<file path="src/hw/rtl/sliding_window_vote_debounce_unit_defines.svh">
// Assertion macros for the debounce unit.
`ifndef SLIDING_WINDOW_VOTE_DEBOUNCE_UNIT_DEFINES_SVH
`define SLIDING_WINDOW_VOTE_DEBOUNCE_UNIT_DEFINES_SVH

// Antecedent implies consequent in the same cycle.
`define SWVD_ASSERT_SAME(label, clk, rstn, ante, cons, msg) \
    label: assert property (@(posedge clk) disable iff (!(rstn)) (ante) |-> (cons)) \
        else $error(msg);

// Antecedent implies consequent in the next cycle.
`define SWVD_ASSERT_NEXT(label, clk, rstn, ante, cons, msg) \
    label: assert property (@(posedge clk) disable iff (!(rstn)) (ante) |=> (cons)) \
        else $error(msg);

`endif

</file>
<file path="src/hw/rtl/swvd_pkg.sv">
// Shared types and constants of the debounce unit.
`default_nettype none
package swvd_pkg;

    localparam int CHANNELS_DEF    = 8;
    localparam int WINDOW_BITS_DEF = 8;
    localparam int QUEUE_DEPTH     = 2;

    localparam logic [1:0] KIND_SAMPLE = 2'd0;
    localparam logic [1:0] KIND_BEGIN  = 2'd1;
    localparam logic [1:0] KIND_CHECK  = 2'd2;

    localparam logic [1:0] CFG_WINDOW_LENGTH  = 2'd0;
    localparam logic [1:0] CFG_VOTE_THRESHOLD = 2'd1;

    localparam logic [3:0] WINDOW_LENGTH_RST  = 4'd5;
    localparam logic [3:0] VOTE_THRESHOLD_RST = 4'd3;

    typedef enum logic [2:0] {
        OP_SAMPLE,
        OP_BEGIN,
        OP_CHECK,
        OP_HOLD,
        OP_DROP
    } op_t;

    typedef struct packed {
        logic [1:0] kind;
        logic [2:0] channel;
        logic       sample_bit;
        logic [7:0] history;
        logic [7:0] check_status;
        logic [7:0] clear_bits;
    } in_word_t;

    typedef struct packed {
        logic       changed;
        logic       level;
        logic [7:0] status;
        logic       check_hit;
    } out_word_t;

    typedef struct packed {
        op_t        op;
        logic [2:0] channel;
        logic       sample_bit;
        logic [7:0] history;
        logic [7:0] check_status;
        logic [7:0] clear_bits;
    } cmd_t;

endpackage
`default_nettype wire

</file>
<file path="src/hw/rtl/swvd_front.sv">
// Front end: accept input words and classify them into commands.
`default_nettype none
module swvd_front import swvd_pkg::*; #(
    parameter int CHANNELS = CHANNELS_DEF
) (
    input  wire logic     s_valid,
    output logic          s_ready,
    input  wire in_word_t s_data,
    input  wire logic     q_full,
    output logic          q_push,
    output cmd_t          q_cmd
);

    localparam int IDX_W = (CHANNELS > 1) ? $clog2(CHANNELS) : 1;
    localparam int CH_W  = (IDX_W > 3) ? IDX_W : 3;
    localparam logic [CH_W:0] CH_LIMIT = (CH_W + 1)'(CHANNELS);

    logic [CH_W:0] ch_ext;
    logic          in_range;

    assign ch_ext   = (CH_W + 1)'(s_data.channel);
    assign in_range = (ch_ext < CH_LIMIT);

    assign s_ready = !q_full;
    assign q_push  = s_valid && !q_full;

    always_comb begin
        q_cmd.channel      = s_data.channel;
        q_cmd.sample_bit   = s_data.sample_bit;
        q_cmd.history      = s_data.history;
        q_cmd.check_status = s_data.check_status;
        q_cmd.clear_bits   = s_data.clear_bits;
        if (!in_range) begin
            q_cmd.op = OP_DROP;
        end else begin
            case (s_data.kind)
                KIND_SAMPLE: begin
                    q_cmd.op = OP_SAMPLE;
                end
                KIND_BEGIN: begin
                    q_cmd.op = OP_BEGIN;
                end
                KIND_CHECK: begin
                    q_cmd.op = OP_CHECK;
                end
                default: begin
                    q_cmd.op = OP_HOLD;
                end
            endcase
        end
    end

endmodule
`default_nettype wire

</file>
<file path="src/hw/rtl/swvd_queue.sv">
// Short command queue between front and back ends.
`default_nettype none
module swvd_queue import swvd_pkg::*; (
    input  wire logic aclk,
    input  wire logic aresetn,
    input  wire logic push,
    input  wire cmd_t cmd_in,
    output logic      full,
    input  wire logic pop,
    output logic      q_valid,
    output cmd_t      cmd_out
);

    localparam int PTR_W = (QUEUE_DEPTH > 1) ? $clog2(QUEUE_DEPTH) : 1;
    localparam int CNT_W = $clog2(QUEUE_DEPTH + 1);
    localparam logic [CNT_W-1:0] CNT_FULL = CNT_W'(QUEUE_DEPTH);
    localparam logic [PTR_W-1:0] PTR_LAST = PTR_W'(QUEUE_DEPTH - 1);

    cmd_t             slot_reg [QUEUE_DEPTH];
    logic [PTR_W-1:0] wr_ptr_reg, wr_ptr_next;
    logic [PTR_W-1:0] rd_ptr_reg, rd_ptr_next;
    logic [CNT_W-1:0] count_reg, count_next;

    assign full    = (count_reg == CNT_FULL);
    assign q_valid = (count_reg != '0);
    assign cmd_out = slot_reg[rd_ptr_reg];

    always_comb begin
        wr_ptr_next = wr_ptr_reg;
        rd_ptr_next = rd_ptr_reg;
        count_next  = count_reg;
        if (push) begin
            wr_ptr_next = (wr_ptr_reg == PTR_LAST) ? '0 : wr_ptr_reg + 1'b1;
        end
        if (pop) begin
            rd_ptr_next = (rd_ptr_reg == PTR_LAST) ? '0 : rd_ptr_reg + 1'b1;
        end
        if (push && !pop) begin
            count_next = count_reg + 1'b1;
        end else if (pop && !push) begin
            count_next = count_reg - 1'b1;
        end
    end

    always_ff @(posedge aclk) begin
        if (!aresetn) begin
            wr_ptr_reg <= '0;
            rd_ptr_reg <= '0;
            count_reg  <= '0;
        end else begin
            wr_ptr_reg <= wr_ptr_next;
            rd_ptr_reg <= rd_ptr_next;
            count_reg  <= count_next;
        end
    end

    always_ff @(posedge aclk) begin
        if (push) begin
            slot_reg[wr_ptr_reg] <= cmd_in;
        end
    end

endmodule
`default_nettype wire

</file>
<file path="src/hw/rtl/swvd_back.sv">
// Back end: channel state memory, vote logic and output register.
`default_nettype none
module swvd_back import swvd_pkg::*; #(
    parameter int CHANNELS    = CHANNELS_DEF,
    parameter int WINDOW_BITS = WINDOW_BITS_DEF
) (
    input  wire logic       aclk,
    input  wire logic       aresetn,
    input  wire logic       q_valid,
    input  wire cmd_t       q_cmd,
    output logic            q_pop,
    input  wire logic [3:0] window_length,
    input  wire logic [3:0] vote_threshold,
    output logic            m_valid,
    input  wire logic       m_ready,
    output out_word_t       m_data
);

    localparam int IDX_W = (CHANNELS > 1) ? $clog2(CHANNELS) : 1;
    localparam int CH_W  = (IDX_W > 3) ? IDX_W : 3;
    localparam int ENT_W = WINDOW_BITS + 9;
    localparam int CNT_W = $clog2(WINDOW_BITS + 1);

    logic [ENT_W-1:0] mem [CHANNELS];
    logic [CHANNELS-1:0] ent_ok_reg;

    cmd_t             e_cmd_reg;
    logic [IDX_W-1:0] e_idx_reg;
    logic             e_valid_reg, e_valid_next;
    logic [ENT_W-1:0] rd_data_reg;
    logic             rd_ok_reg;
    logic             fwd_reg;
    logic [ENT_W-1:0] fwd_data_reg;
    logic             m_valid_reg;
    out_word_t        m_data_reg;

    logic [CH_W-1:0]        q_ch;
    logic [IDX_W-1:0]       rd_idx;
    logic                   load_out;
    logic                   wr_en;
    logic [ENT_W-1:0]       wr_data;
    logic [ENT_W-1:0]       cur;
    logic [WINDOW_BITS-1:0] cur_win;
    logic                   cur_lvl;
    logic [7:0]             cur_st;
    logic [WINDOW_BITS-1:0] vmask;
    logic [WINDOW_BITS-1:0] samp_win;
    logic [WINDOW_BITS-1:0] beg_win;
    logic [WINDOW_BITS-1:0] vote_win;
    logic [CNT_W-1:0]       ones_cnt;
    logic                   now;
    logic [WINDOW_BITS-1:0] new_win;
    logic                   new_lvl;
    logic [7:0]             new_st;
    out_word_t              res;

    assign q_ch     = CH_W'(q_cmd.channel);
    assign rd_idx   = q_ch[IDX_W-1:0];
    assign load_out = e_valid_reg && (!m_valid_reg || m_ready);
    assign q_pop    = q_valid && (!e_valid_reg || load_out);
    assign m_valid  = m_valid_reg;
    assign m_data   = m_data_reg;

    assign cur     = fwd_reg ? fwd_data_reg : (rd_ok_reg ? rd_data_reg : '0);
    assign cur_win = cur[ENT_W-1:9];
    assign cur_lvl = cur[8];
    assign cur_st  = cur[7:0];

    always_comb begin
        for (int i = 0; i < WINDOW_BITS; i++) begin
            vmask[i] = (5'(i) < 5'(window_length));
        end
    end

    assign samp_win = {cur_win[WINDOW_BITS-2:0], e_cmd_reg.sample_bit};
    assign beg_win  = e_cmd_reg.history[WINDOW_BITS-1:0] & vmask;
    assign vote_win = ((e_cmd_reg.op == OP_BEGIN) ? beg_win : samp_win) & vmask;

    always_comb begin
        ones_cnt = '0;
        for (int i = 0; i < WINDOW_BITS; i++) begin
            ones_cnt = ones_cnt + CNT_W'(vote_win[i]);
        end
    end

    assign now = (5'(ones_cnt) >= 5'(vote_threshold));

    always_comb begin
        new_win = cur_win;
        new_lvl = cur_lvl;
        new_st  = cur_st;
        res     = '0;
        wr_en   = 1'b0;
        case (e_cmd_reg.op)
            OP_SAMPLE: begin
                new_win = samp_win;
                wr_en   = load_out;
                if (now != cur_lvl) begin
                    new_lvl     = now;
                    new_st      = {7'd0, now} + 8'd1;
                    res.changed = 1'b1;
                end
            end
            OP_BEGIN: begin
                new_win = beg_win;
                new_lvl = now;
                new_st  = '0;
                wr_en   = load_out;
            end
            OP_CHECK: begin
                wr_en = load_out;
                if (cur_st == e_cmd_reg.check_status) begin
                    new_st        = cur_st | e_cmd_reg.clear_bits;
                    res.check_hit = 1'b1;
                end
            end
            default: begin
            end
        endcase
        if (e_cmd_reg.op != OP_DROP) begin
            res.level  = new_lvl;
            res.status = new_st;
        end
    end

    assign wr_data = {new_win, new_lvl, new_st};

    always_comb begin
        e_valid_next = e_valid_reg;
        if (q_pop) begin
            e_valid_next = 1'b1;
        end else if (load_out) begin
            e_valid_next = 1'b0;
        end
    end

    always_ff @(posedge aclk) begin
        if (!aresetn) begin
            e_valid_reg <= 1'b0;
            m_valid_reg <= 1'b0;
            ent_ok_reg  <= '0;
        end else begin
            e_valid_reg <= e_valid_next;
            if (load_out) begin
                m_valid_reg <= 1'b1;
            end else if (m_ready) begin
                m_valid_reg <= 1'b0;
            end
            if (wr_en) begin
                ent_ok_reg[e_idx_reg] <= 1'b1;
            end
        end
    end

    always_ff @(posedge aclk) begin
        if (q_pop) begin
            e_cmd_reg    <= q_cmd;
            e_idx_reg    <= rd_idx;
            rd_data_reg  <= mem[rd_idx];
            rd_ok_reg    <= ent_ok_reg[rd_idx];
            fwd_reg      <= wr_en && (e_idx_reg == rd_idx);
            fwd_data_reg <= wr_data;
        end
        if (wr_en) begin
            mem[e_idx_reg] <= wr_data;
        end
        if (load_out) begin
            m_data_reg <= res;
        end
    end

endmodule
`default_nettype wire

</file>
<file path="src/hw/rtl/sliding_window_vote_debounce_unit.sv">
// Top level of the multi-channel threshold-vote debounce unit.
//
//  channel | direction | handshake          | word
//  s_      | in        | s_valid / s_ready  | in_word_t
//  m_      | out       | m_valid / m_ready  | out_word_t
//  cfg_    | in        | cfg_valid/cfg_ready| cfg_index, cfg_data
//
// One word per clock sustained while m_ready holds; words pass the queue, the vote stage and the output register.
// Channel state sits in a memory read into a register as each command is popped,
// ahead of the vote, with a bypass for a word that follows on the same channel.
// Reset clears per-channel valid bits at once; no clearing pass.
// A stalled output fills the two-entry queue before s_ready drops.
`default_nettype none
`include "sliding_window_vote_debounce_unit_defines.svh"
module sliding_window_vote_debounce_unit import swvd_pkg::*; #(
    parameter int CHANNELS    = CHANNELS_DEF,
    parameter int WINDOW_BITS = WINDOW_BITS_DEF
) (
    input  wire logic       aclk,
    input  wire logic       aresetn,
    input  wire logic       s_valid,
    output logic            s_ready,
    input  wire in_word_t   s_data,
    output logic            m_valid,
    input  wire logic       m_ready,
    output out_word_t       m_data,
    input  wire logic       cfg_valid,
    output logic            cfg_ready,
    input  wire logic [1:0] cfg_index,
    input  wire logic [3:0] cfg_data
);

    logic [3:0] window_length_reg;
    logic [3:0] vote_threshold_reg;
    logic       q_full;
    logic       q_push;
    logic       q_pop;
    logic       q_valid;
    cmd_t       push_cmd;
    cmd_t       head_cmd;

    assign cfg_ready = 1'b1;

    always_ff @(posedge aclk) begin
        if (!aresetn) begin
            window_length_reg  <= WINDOW_LENGTH_RST;
            vote_threshold_reg <= VOTE_THRESHOLD_RST;
        end else if (cfg_valid) begin
            case (cfg_index)
                CFG_WINDOW_LENGTH: begin
                    window_length_reg <= cfg_data;
                end
                CFG_VOTE_THRESHOLD: begin
                    vote_threshold_reg <= cfg_data;
                end
                default: begin
                end
            endcase
        end
    end

    swvd_front #(
        .CHANNELS (CHANNELS)
    ) u_front (
        .s_valid (s_valid),
        .s_ready (s_ready),
        .s_data  (s_data),
        .q_full  (q_full),
        .q_push  (q_push),
        .q_cmd   (push_cmd)
    );

    swvd_queue u_queue (
        .aclk    (aclk),
        .aresetn (aresetn),
        .push    (q_push),
        .cmd_in  (push_cmd),
        .full    (q_full),
        .pop     (q_pop),
        .q_valid (q_valid),
        .cmd_out (head_cmd)
    );

    swvd_back #(
        .CHANNELS    (CHANNELS),
        .WINDOW_BITS (WINDOW_BITS)
    ) u_back (
        .aclk           (aclk),
        .aresetn        (aresetn),
        .q_valid        (q_valid),
        .q_cmd          (head_cmd),
        .q_pop          (q_pop),
        .window_length  (window_length_reg),
        .vote_threshold (vote_threshold_reg),
        .m_valid        (m_valid),
        .m_ready        (m_ready),
        .m_data         (m_data)
    );

    `SWVD_ASSERT_SAME(a_no_push_when_full, aclk, aresetn, q_push, !q_full, "push into full queue")
    `SWVD_ASSERT_SAME(a_no_pop_when_empty, aclk, aresetn, q_pop, q_valid, "pop from empty queue")
    `SWVD_ASSERT_SAME(a_changed_not_hit, aclk, aresetn, m_valid && m_data.changed, !m_data.check_hit, "changed and check_hit together")
    `SWVD_ASSERT_NEXT(a_push_fills, aclk, aresetn, q_push && !q_pop, q_valid, "pushed word not visible")

endmodule
`default_nettype wire

</file>
<file path="config.mk">
export PLATFORM = sky130hd
export DESIGN_NAME = sliding_window_vote_debounce_unit
export DESIGN_NICKNAME = d
export VERILOG_FILES = /design/src/hw/rtl/swvd_pkg.sv /design/src/hw/rtl/swvd_front.sv /design/src/hw/rtl/swvd_queue.sv /design/src/hw/rtl/swvd_back.sv /design/src/hw/rtl/sliding_window_vote_debounce_unit.sv
export VERILOG_INCLUDE_DIRS = /design/src /design/src/hw/rtl
export SDC_FILE = /design/constraint.sdc
export NUM_CORES = 1
export LEC_CHECK = 0
export BUFFER_PORTS_ARGS = -buffer_cell sky130_fd_sc_hd__buf_2
export CAP_MARGIN = 20
export CORE_MARGIN = 1.5
export CORE_UTILIZATION = 60
export DETAILED_ROUTE_END_ITERATION = 8
export PLACE_DENSITY = 0.84
export SLEW_MARGIN = 20
export SYNTH_ARGS = -nofsm -noshare
export SYNTH_HDL_FRONTEND = slang
export SYNTH_SLANG_ARGS = --single-unit
</file>
<file path="constraint.sdc">
create_clock -name aclk -period 12.8 [get_ports aclk]
set_clock_uncertainty 0.15 [all_clocks]
set_input_delay 2.56 -clock aclk [delete_from_list [all_inputs] [get_ports aclk]]
set_output_delay 2.56 -clock aclk [all_outputs]
set_load 0.02 [all_outputs]
</file>
* After elaboration in Yosys (flattened, before gate mapping)
Memories as Yosys holds them, arrays and structs flattened. A register that Yosys moved wholly into a read port is not among the register bits.
Cells that the tools add are included.
** Storage, ports and cells
- Flip-flop bits (word level) :: 83
- Memory bits (writable) :: 198
- Input port bits :: 41
- Output and inout bits :: 14
- Logic and storage cells :: 118
- Memories :: 2
** Memories
- u_back.mem :: words 8, bits a word 17, read ports 1, clocked after Yosys merged registers in 1, wr ports 1, RTL line swvd_back.sv:24 : logic [ENT_W-1:0] mem [CHANNELS];
- u_queue.slot_reg :: words 2, bits a word 31, read ports 1, clocked after Yosys merged registers in 1, wr ports 1, RTL line swvd_queue.sv:19 : cmd_t slot_reg [QUEUE_DEPTH];
** Cells by class
- $add $sub $neg :: 12
- Magnitude comparators :: 13
- Eq/ne operators :: 10
- Muxes and demuxes :: 32
- Bitwise gates (word level) :: 4
- Reduce and logical (&&, ||, !) cells :: 24
** Operators by type and width (count)
- two-way mux 17 bit :: 2
- adder 4 x 1 -> 4 bit :: 6
- two-way mux 8 bit :: 3
- one-hot mux 8 bit (3 select lines) :: 1
- two-way mux 1 bit :: 18
- bitwise AND 8 bit :: 2
- less-than comparator 3 x 4 -> 1 bit (first input constant) :: 4
- bitwise OR 8 bit :: 2
- one-hot mux 8 bit (2 select lines) :: 1
- less-than comparator 3 x 4 -> 1 bit (second input constant) :: 3
- == test 8 bit :: 1
- less-than comparator 1 x 4 -> 1 bit (first input constant) :: 2
- less-than comparator 2 x 4 -> 1 bit (first input constant) :: 2
- nonzero test 2 bit :: 4
- logical AND 1 bit :: 7
- one-hot mux 2 bit (3 select lines) :: 1
- logical NOT 1 bit :: 5
- == test 2 x 1 -> 1 bit (second input constant) :: 2
- == test 2 bit (second input constant) :: 2
- greater-or-equal comparator 4 bit :: 1
- logical NOT 2 bit :: 2
- two-way mux 2 bit :: 2
- AND reduction 2 bit :: 2
- binary-select mux 1 bit (select 3 bit) :: 1
- other kinds (17) :: 19

* Logic depth before layout (Yosys ltp)
Gate-level depths: netlist (run 1).
- Depth after elaboration :: 15
- Mapped depth :: 20
- Depth with buffers taken out :: 18

* By module
A second synthesis (run 1) with hierarchy kept.
** Unflattened totals
- Cell total of the unflattened synthesis :: 688
- Area total of the unflattened synthesis :: 11823.8 sq um
** By module, submodules not included
- swvd_back :: times used 1, cells each 500, area each 8769.7 sq um
- swvd_queue :: times used 1, cells each 118, area each 2447.3 sq um
- sliding_window_vote_debounce_unit :: times used 1, cells each 36, area each 367.9 sq um
- swvd_front :: times used 1, cells each 34, area each 239.0 sq um

* Worst setup path after synthesis (run 1)
OpenSTA, ideal clock, no wires.
- Path type :: input-to-reg
- Start point :: input m_ready
- End point :: memory u_back.mem[0][0] (netlist bit) (enable)
- Setup time :: 412 ps
- Arrival time :: 4868 ps
- Setup slack :: 7370 ps
- Cell stages on the path :: 5
- Buffers on the path :: 0
- Path through :: nor2b_1 nor2b_1 nand2_1 or2_2 nor3_1
** On the way
- Cells in the longest elaborated chain, start to end :: 5
** RTL lines
- start, declared :: RTL line sliding_window_vote_debounce_unit.sv:25 : input wire logic m_ready,
- logical OR 1 bit :: RTL line swvd_back.sv:59 : assign load_out = e_valid_reg && (!m_valid_reg || m_ready);
- logical AND 1 bit :: RTL line swvd_back.sv:59
- via u_back.load_out :: RTL line swvd_back.sv:39 : logic load_out;
- two-way mux 1 bit :: RTL line swvd_back.sv:94 : case (e_cmd_reg.op)
- two-way mux 1 bit :: RTL line swvd_back.sv:164 : if (wr_en) begin
- two-way mux 1 bit (not written as such) :: RTL line swvd_back.sv:165 : mem[e_idx_reg] <= wr_data;
- end, declared :: RTL line swvd_back.sv:24
The timed path passes the listed nets, and every way through them passes these cells.

* Worst setup path after layout (run 1)
- Start point :: register u_back.e_cmd_reg[29] (netlist bit)
- End point :: memory u_back.mem[7][3] (netlist bit) (data pin)
** On the way
- Cells in the longest elaborated chain, start to end :: 14
- Elaborated cells between the ends (all ways) :: 16
- Classes of those cells :: add/sub: 7; order compare: 1; eq/ne: 3; mux: 3; bitwise: 1; reduce/logical: 1
** RTL lines
- start, declared :: RTL line swvd_back.sv:27 : cmd_t e_cmd_reg;
- start signal, assigned :: RTL line swvd_back.sv:157 : e_cmd_reg <= q_cmd;
- == test 3 x 1 -> 1 bit :: RTL line swvd_back.sv:77, swvd_back.sv:94
- two-way mux 8 bit :: RTL line swvd_back.sv:77 : assign vote_win = ((e_cmd_reg.op == OP_BEGIN) ? beg_win : samp_win) & vmask;
- bitwise AND 8 bit :: RTL line swvd_back.sv:77
- adder 1 x 1 -> 2 bit :: RTL line swvd_back.sv:82 : ones_cnt = ones_cnt + CNT_W'(vote_win[i]);
- adder 4 x 1 -> 4 bit (6 in a row) :: RTL line swvd_back.sv:82
- greater-or-equal comparator 4 bit :: RTL line swvd_back.sv:86 : assign now = (5'(ones_cnt) >= 5'(vote_threshold));
- != test 1 bit :: RTL line swvd_back.sv:98 : if (now != cur_lvl) begin
- two-way mux 8 bit :: RTL line swvd_back.sv:98
- one-hot mux 8 bit (3 select lines) * :: RTL line swvd_back.sv:94
- via u_back.new_st[3] :: RTL line swvd_back.sv:54 : logic [7:0] new_st;
Mark *: on every way through the listed nets, which the timed path passes. The rest lies on a longest branch.

==> out/results.ini, run 1 <==
[pwr]
swShare_pct=35.8
power.internal_mw=2.24
power_density_nw_per_um2=260
p_comb_share_pct=33.5
total_leakage_power_nw=4.73
power_frac_seq_pct=44.8
power_switching_mw=1.25
clock_power_share_pct=21.7
vdd_drop_max_mv=0.159

[grt]
antenna_found_initial=1
grt_pass1_wl_mm=42.1
grt_pass1_vias=7798
grt_max_degree=69
gr-total-overflow=0
grt_usage_pct=27.0

[die]
die_h_um=145
rows=51
pin_count=55
core-area_um2=19600
die_area_um2=21000
initial_core_util_pct=61.6
die_x_um=145

[worst_setup_path]
arrival_ns=6.33
reg2reg_to=u_back.mem[7][3]
worstRegToRegCells=18
critPathMaxFanout=24
r2r-start=u_back.e_cmd_reg[29]
crit_path_start_kind=register
crit_path_end_kind=register
ff2ff_setup_slack_ns=6.54
crit_type=reg -> reg
cp-startpoint=u_back.e_cmd_reg[29]
cp.required_ns=12.87

[place]
io_buffer_count=53
dp_hpwl_mm=16.3
place.gp.congestion=0.905

[synthesis]
ys_ff_latch=286
synth_edf_count=263
syn_inst=935
seq_area_frac_synth_pct=69.2
syn_nets=988
avgSynthCellArea_um2=12.9
synthesis.area_um2=12100
ys_warn_count=0
ys_types=58
synth_flop_cell=edfxtp_1
async_flop_share_pct=0

[final_layout]
final_common_cell=edfxtp_1
largest_reg_flops=128
area_growth_pct=11.2
multi_input_area_um2=3420
regArea_um2=8360
fin_util_pct=68.5
final_cell_mix=edfxtp_1 (263), nand2_1 (104), nor2_1 (83), o21ai_0 (57), nand3_1 (55)
drive_above_1_share_pct=15.3
nFillCells=1313
nNetsFinal=1031

[sta]
rsz0062_at_grt=false
slew_violations=0
tightestPinTransition_ns=1.03
final.setup.tns_ns=0
max_freq_mhz=160
period_needed_ns=6.26
finalCritPeriodShare_pct=48.9
finalSetupViolCount=0
slew_headroom_pct=31.4
hold_viol_final=0

[clock_tree]
clkTransAtPathRegs_ns=0.06
cts-root-buf=clkbuf_16
clkLatencyLatePin_ns=0.53
cts_tree=built
htree_levels=1
cts_resized=0
cts_setup_buffers=0
holdBufCountCts=0
cts_buffers=27
clockBufferDepth=3
cts_sinks=286

[min_path]
hold_depth=1
min_from=u_back.ent_ok_reg[7]
hp-class=reg -> reg
min_to=u_back.ent_ok_reg[7]

[route]
antenna_left=0
drcViolationCount=0
routed_wl_mm=27.2
drtIter0Drc=971
vias=7980
wl_per_cell_um=21.6
viasPerCell=6.32
drt_pass1_iterations=5

[flow_run]
cap_violations=0

[outcome]
outcome=completed

[logic make-up (layout without fill, tap and decap cells)]
kind of cell    count (synthesis)  after routing  synth area share, %
compound gates                196            196                 10.7
xor+xnor                       16             16                 1.16
fa+ha+maj                      12             12                 1.49
buf+inv                        79            141                 2.68
flops                         286            286                 69.2
mux                            38             38                 3.44
other cells                     1              2               0.0311
simple gates                  307            307                 11.3
[worst max path at each step]
stage / to / cells after the start / slack [ns]
after floorplan: u_back.mem[0][0] / 5 / 7.37
after global placement: u_back.m_data[5] / 18 / 6.90
after detailed placement: u_back.m_data[4] / 18 / 6.68
after CTS: u_back.fwd_data_reg[4] / 18 / 6.60
after global routing: u_back.fwd_data_reg[4] / 18 / 6.05
final: u_back.mem[7][3] / 18 / 6.54
[metrics by stage]
step	total power, mW	setup WS [ns]	std cells	hold slack [ns]	area, um^2
after floorplan	2.36	7.37	935	0.291	12100
after global placement	2.65	6.90	1214	0.296	12600
after detailed placement	2.71	6.68	1214	0.303	12600
after CTS	3.47	6.60	1262	0.317	13400
after global routing	3.68	6.05	1262	0.326	13400
final	3.49	6.54	1263	0.314	13400
[power by group through the flow]
stage	Sequential (mW)	Combinational [mW]	Clock (mW)
floorplan	1.53	0.833	0
global placement	1.56	1.09	0
detailed placement	1.57	1.14	0
CTS	1.56	1.16	0.760
global route	1.58	1.30	0.794
finish	1.56	1.17	0.755
[layout make-up]
class | instances | area share [%]
tap | 265 | 2.47
inverter | 20 | 0.559
multi-input combinational | 570 | 25.4
timing repair buffer | 73 | 3.09
clock buffer | 35 | 5.26
antenna | 1 | 0.0186
sequential | 286 | 62.3
clock inverter | 13 | 0.867
[cell usage after synthesis, types with 10 or more instances]
library cell	n	area [um^2]
o21ai_0	57	285
mux2_2	28	315
nand3_1	55	275
a22oi_1	11	82.6
nor3_1	31	155
dfxtp_1	23	460
a21oi_1	35	175
nand2_1	104	390
a21o_1	16	120
inv_1	16	60.1
edfxtp_1	263	7900
mux2i_1	10	100
o211ai_1	18	135
nor2_1	84	315
o21a_1	12	90.1
clkbuf_1	40	150
[metal layers]
layer | global-route usage [%] | share of wire (%) | vias to the layer above | wire length, um
li1 | - | - | 3553 | -
met1 | 34.5 | 38 | 3884 | 10400
met2 | 45.5 | 50 | 452 | 13500
met3 | 4.74 | 8.4 | 91 | 2280
met4 | 11.9 | 4.1 | 0 | 1120
met5 | 0 | 0 | - | 0
[worst max-delay path, stage by stage (launching register included)]
cell and delay (ns):
edfxtp_1 0.84, nand2b_1 0.52, mux2i_1 0.25, nor2_1 0.07
ha_1 0.30, inv_1 0.05, fa_1 0.52, fa_1 0.56
inv_1 0.06, fa_1 0.43, inv_1 0.08, fa_1 0.18
xnor2_1 0.13, ha_1 0.25, o21a_1 0.17, o2bb2ai_1 0.34
xnor2_1 0.24, a21oi_2 0.19, a21oi_1 0.63
No activity file was read; power rests on OpenSTA's default activity.
==> run 2: changes to the inputs <==
clock period = 6.4 ns   (was 12.8 ns; I/O delays follow)
==> out/results.ini, run 2 (synthesis results as in run 1) <==
[sta]
slew_violations=0
finalWorstSetupSlack_ns=0.351
final.setup.tns_ns=0
max_freq_mhz=165
tightestPinTransition_ns=1.03
finalSetupViolCount=0
rsz0062_at_grt=false
slew_headroom_pct=31.5
period_needed_ns=6.05
finalCritPeriodShare_pct=94.5
hold_viol_final=0

[clock_tree]
clockBufferDepth=3
cts_tree=built
cts_sinks=286
cts-root-buf=clkbuf_16
cts_buffers=28
holdBufCountCts=0
clkLatencyLatePin_ns=0.54
clkTransAtPathRegs_ns=0.07
cts_setup_buffers=0
cts_resized=0
htree_levels=1

[outcome]
outcome=completed

[pwr]
vdd_drop_max_mv=0.362
power_density_nw_per_um2=531
total_leakage_power_nw=4.80

[die]
core-area_um2=19600
die_x_um=145
initial_core_util_pct=61.6
die_h_um=145
rows=51
pin_count=55
die_area_um2=21000

[flow_run]
cap_violations=0

[worst_setup_path]
critPathBufInv=3
crit_path_end_kind=register
arrival_ns=6.13
cp.required_ns=6.48
crit_path_start_kind=register
crit_slowest_cell=a21oi_1
crit_family=adder cells
cp_common_cell=fa_1
crit_path_cell_trace=and2b_1, a22oi_1, a211oi_1, ha_1, inv_1, fa_1, fa_1, inv_1, fa_1, inv_1, fa_1, xnor2_1, ha_1, o21a_1, o2bb2ai_1, xnor2_1, a21oi_2, a21oi_1
crit_type=reg -> reg
slowest_delay_ns=0.63
critPathMaxFanout=11

[route]
drtIter0Drc=1140
drt_pass1_iterations=6
viasPerCell=6.35
drcViolationCount=0
wl_per_cell_um=22.4
antenna_left=0
routed_wl_mm=28.5
vias=8048

[final_layout]
final_common_cell=edfxtp_1
stdcell_area_um2=13500
largest_reg_flops=128
fin_util_pct=69.2
n_antenna_cell=0
nNetsFinal=1035
final_cell_mix=edfxtp_1 (263), nand2_1 (104), nor2_1 (83), o21ai_0 (57), nand3_1 (55)
area_growth_pct=12.2
final_cells=1268
drive_above_1_share_pct=16.7
nFillCells=1284

[grt]
grt_pass1_vias=7871
grt_pass1_wl_mm=43.6
grt_usage_pct=28.1
grt_max_degree=66
antenna_found_initial=0
gr-total-overflow=0

[place]
io_buffer_count=53
place.gp.congestion=0.877
pre_cts_ws_ns=0.645
placed_cells=1217
placed_cell_area_um2=12600
dp_hpwl_mm=16.5

[min_path]
hp-class=reg -> reg

==> run 2: cell types whose count changed in the layout (fill, tap and decap cells not counted), sizes merged <==
| cell | previous run | this run |
|---|---|---|
| bufinv | 2 | 1 |
| inv | 19 | 22 |
| diode | 1 | 0 |
| clkbuf | 35 | 34 |
| buf | 73 | 76 |
| clkinvlp | 0 | 2 |
==> run 2: worst paths after layout <==
check / startpoint / end / slack [ns] / depth (start not counted)
hold reg to reg: u_back.ent_ok_reg[5] / u_back.ent_ok_reg[5] / 0.32 / 1
setup / recovery: u_back.rd_ok_reg / u_back.mem[7][4] / 0.35 / 18
setup reg to reg: u_back.rd_ok_reg / u_back.mem[7][4] / 0.35 / 18
hold / removal: u_back.ent_ok_reg[5] / u_back.ent_ok_reg[5] / 0.32 / 1
==> run 2: final cells by class <==
cell class / instances / area, um^2 / share of cell area, %
multi-input cells: 570 / 3410 / 25.1
flip-flops and latches: 286 / 8360 / 61.7
clock inverters: 17 / 119 / 0.877
well taps: 265 / 332 / 2.45
repair buffers: 76 / 438 / 3.23
clock buffers: 34 / 817 / 6.03
inverters: 20 / 75.1 / 0.554
==> run 2: report_power, final <==
group | internal [mW] | switching [mW] | total (mW)
clock | 0.948 | 0.697 | 1.65
combinational | 0.757 | 1.67 | 2.42
sequential | 2.87 | 0.251 | 3.12
==> run 2: per-layer routing <==
metal	track usage, %	share of wire (%)
met1	36.1	36
met2	47.8	50
met3	4.21	9.6
met4	12.2	4.4
met5	0	0
==> run 2: through the flow <==
step / hold WS [ns] / power [mW]
2_1_floorplan: 0.291 / 4.72
3_3_place_gp: 0.297 / 5.32
3_5_place_dp: 0.305 / 5.46
4_1_cts: 0.324 / 7.16
5_1_grt: 0.344 / 7.51
6_report: 0.321 / 7.19
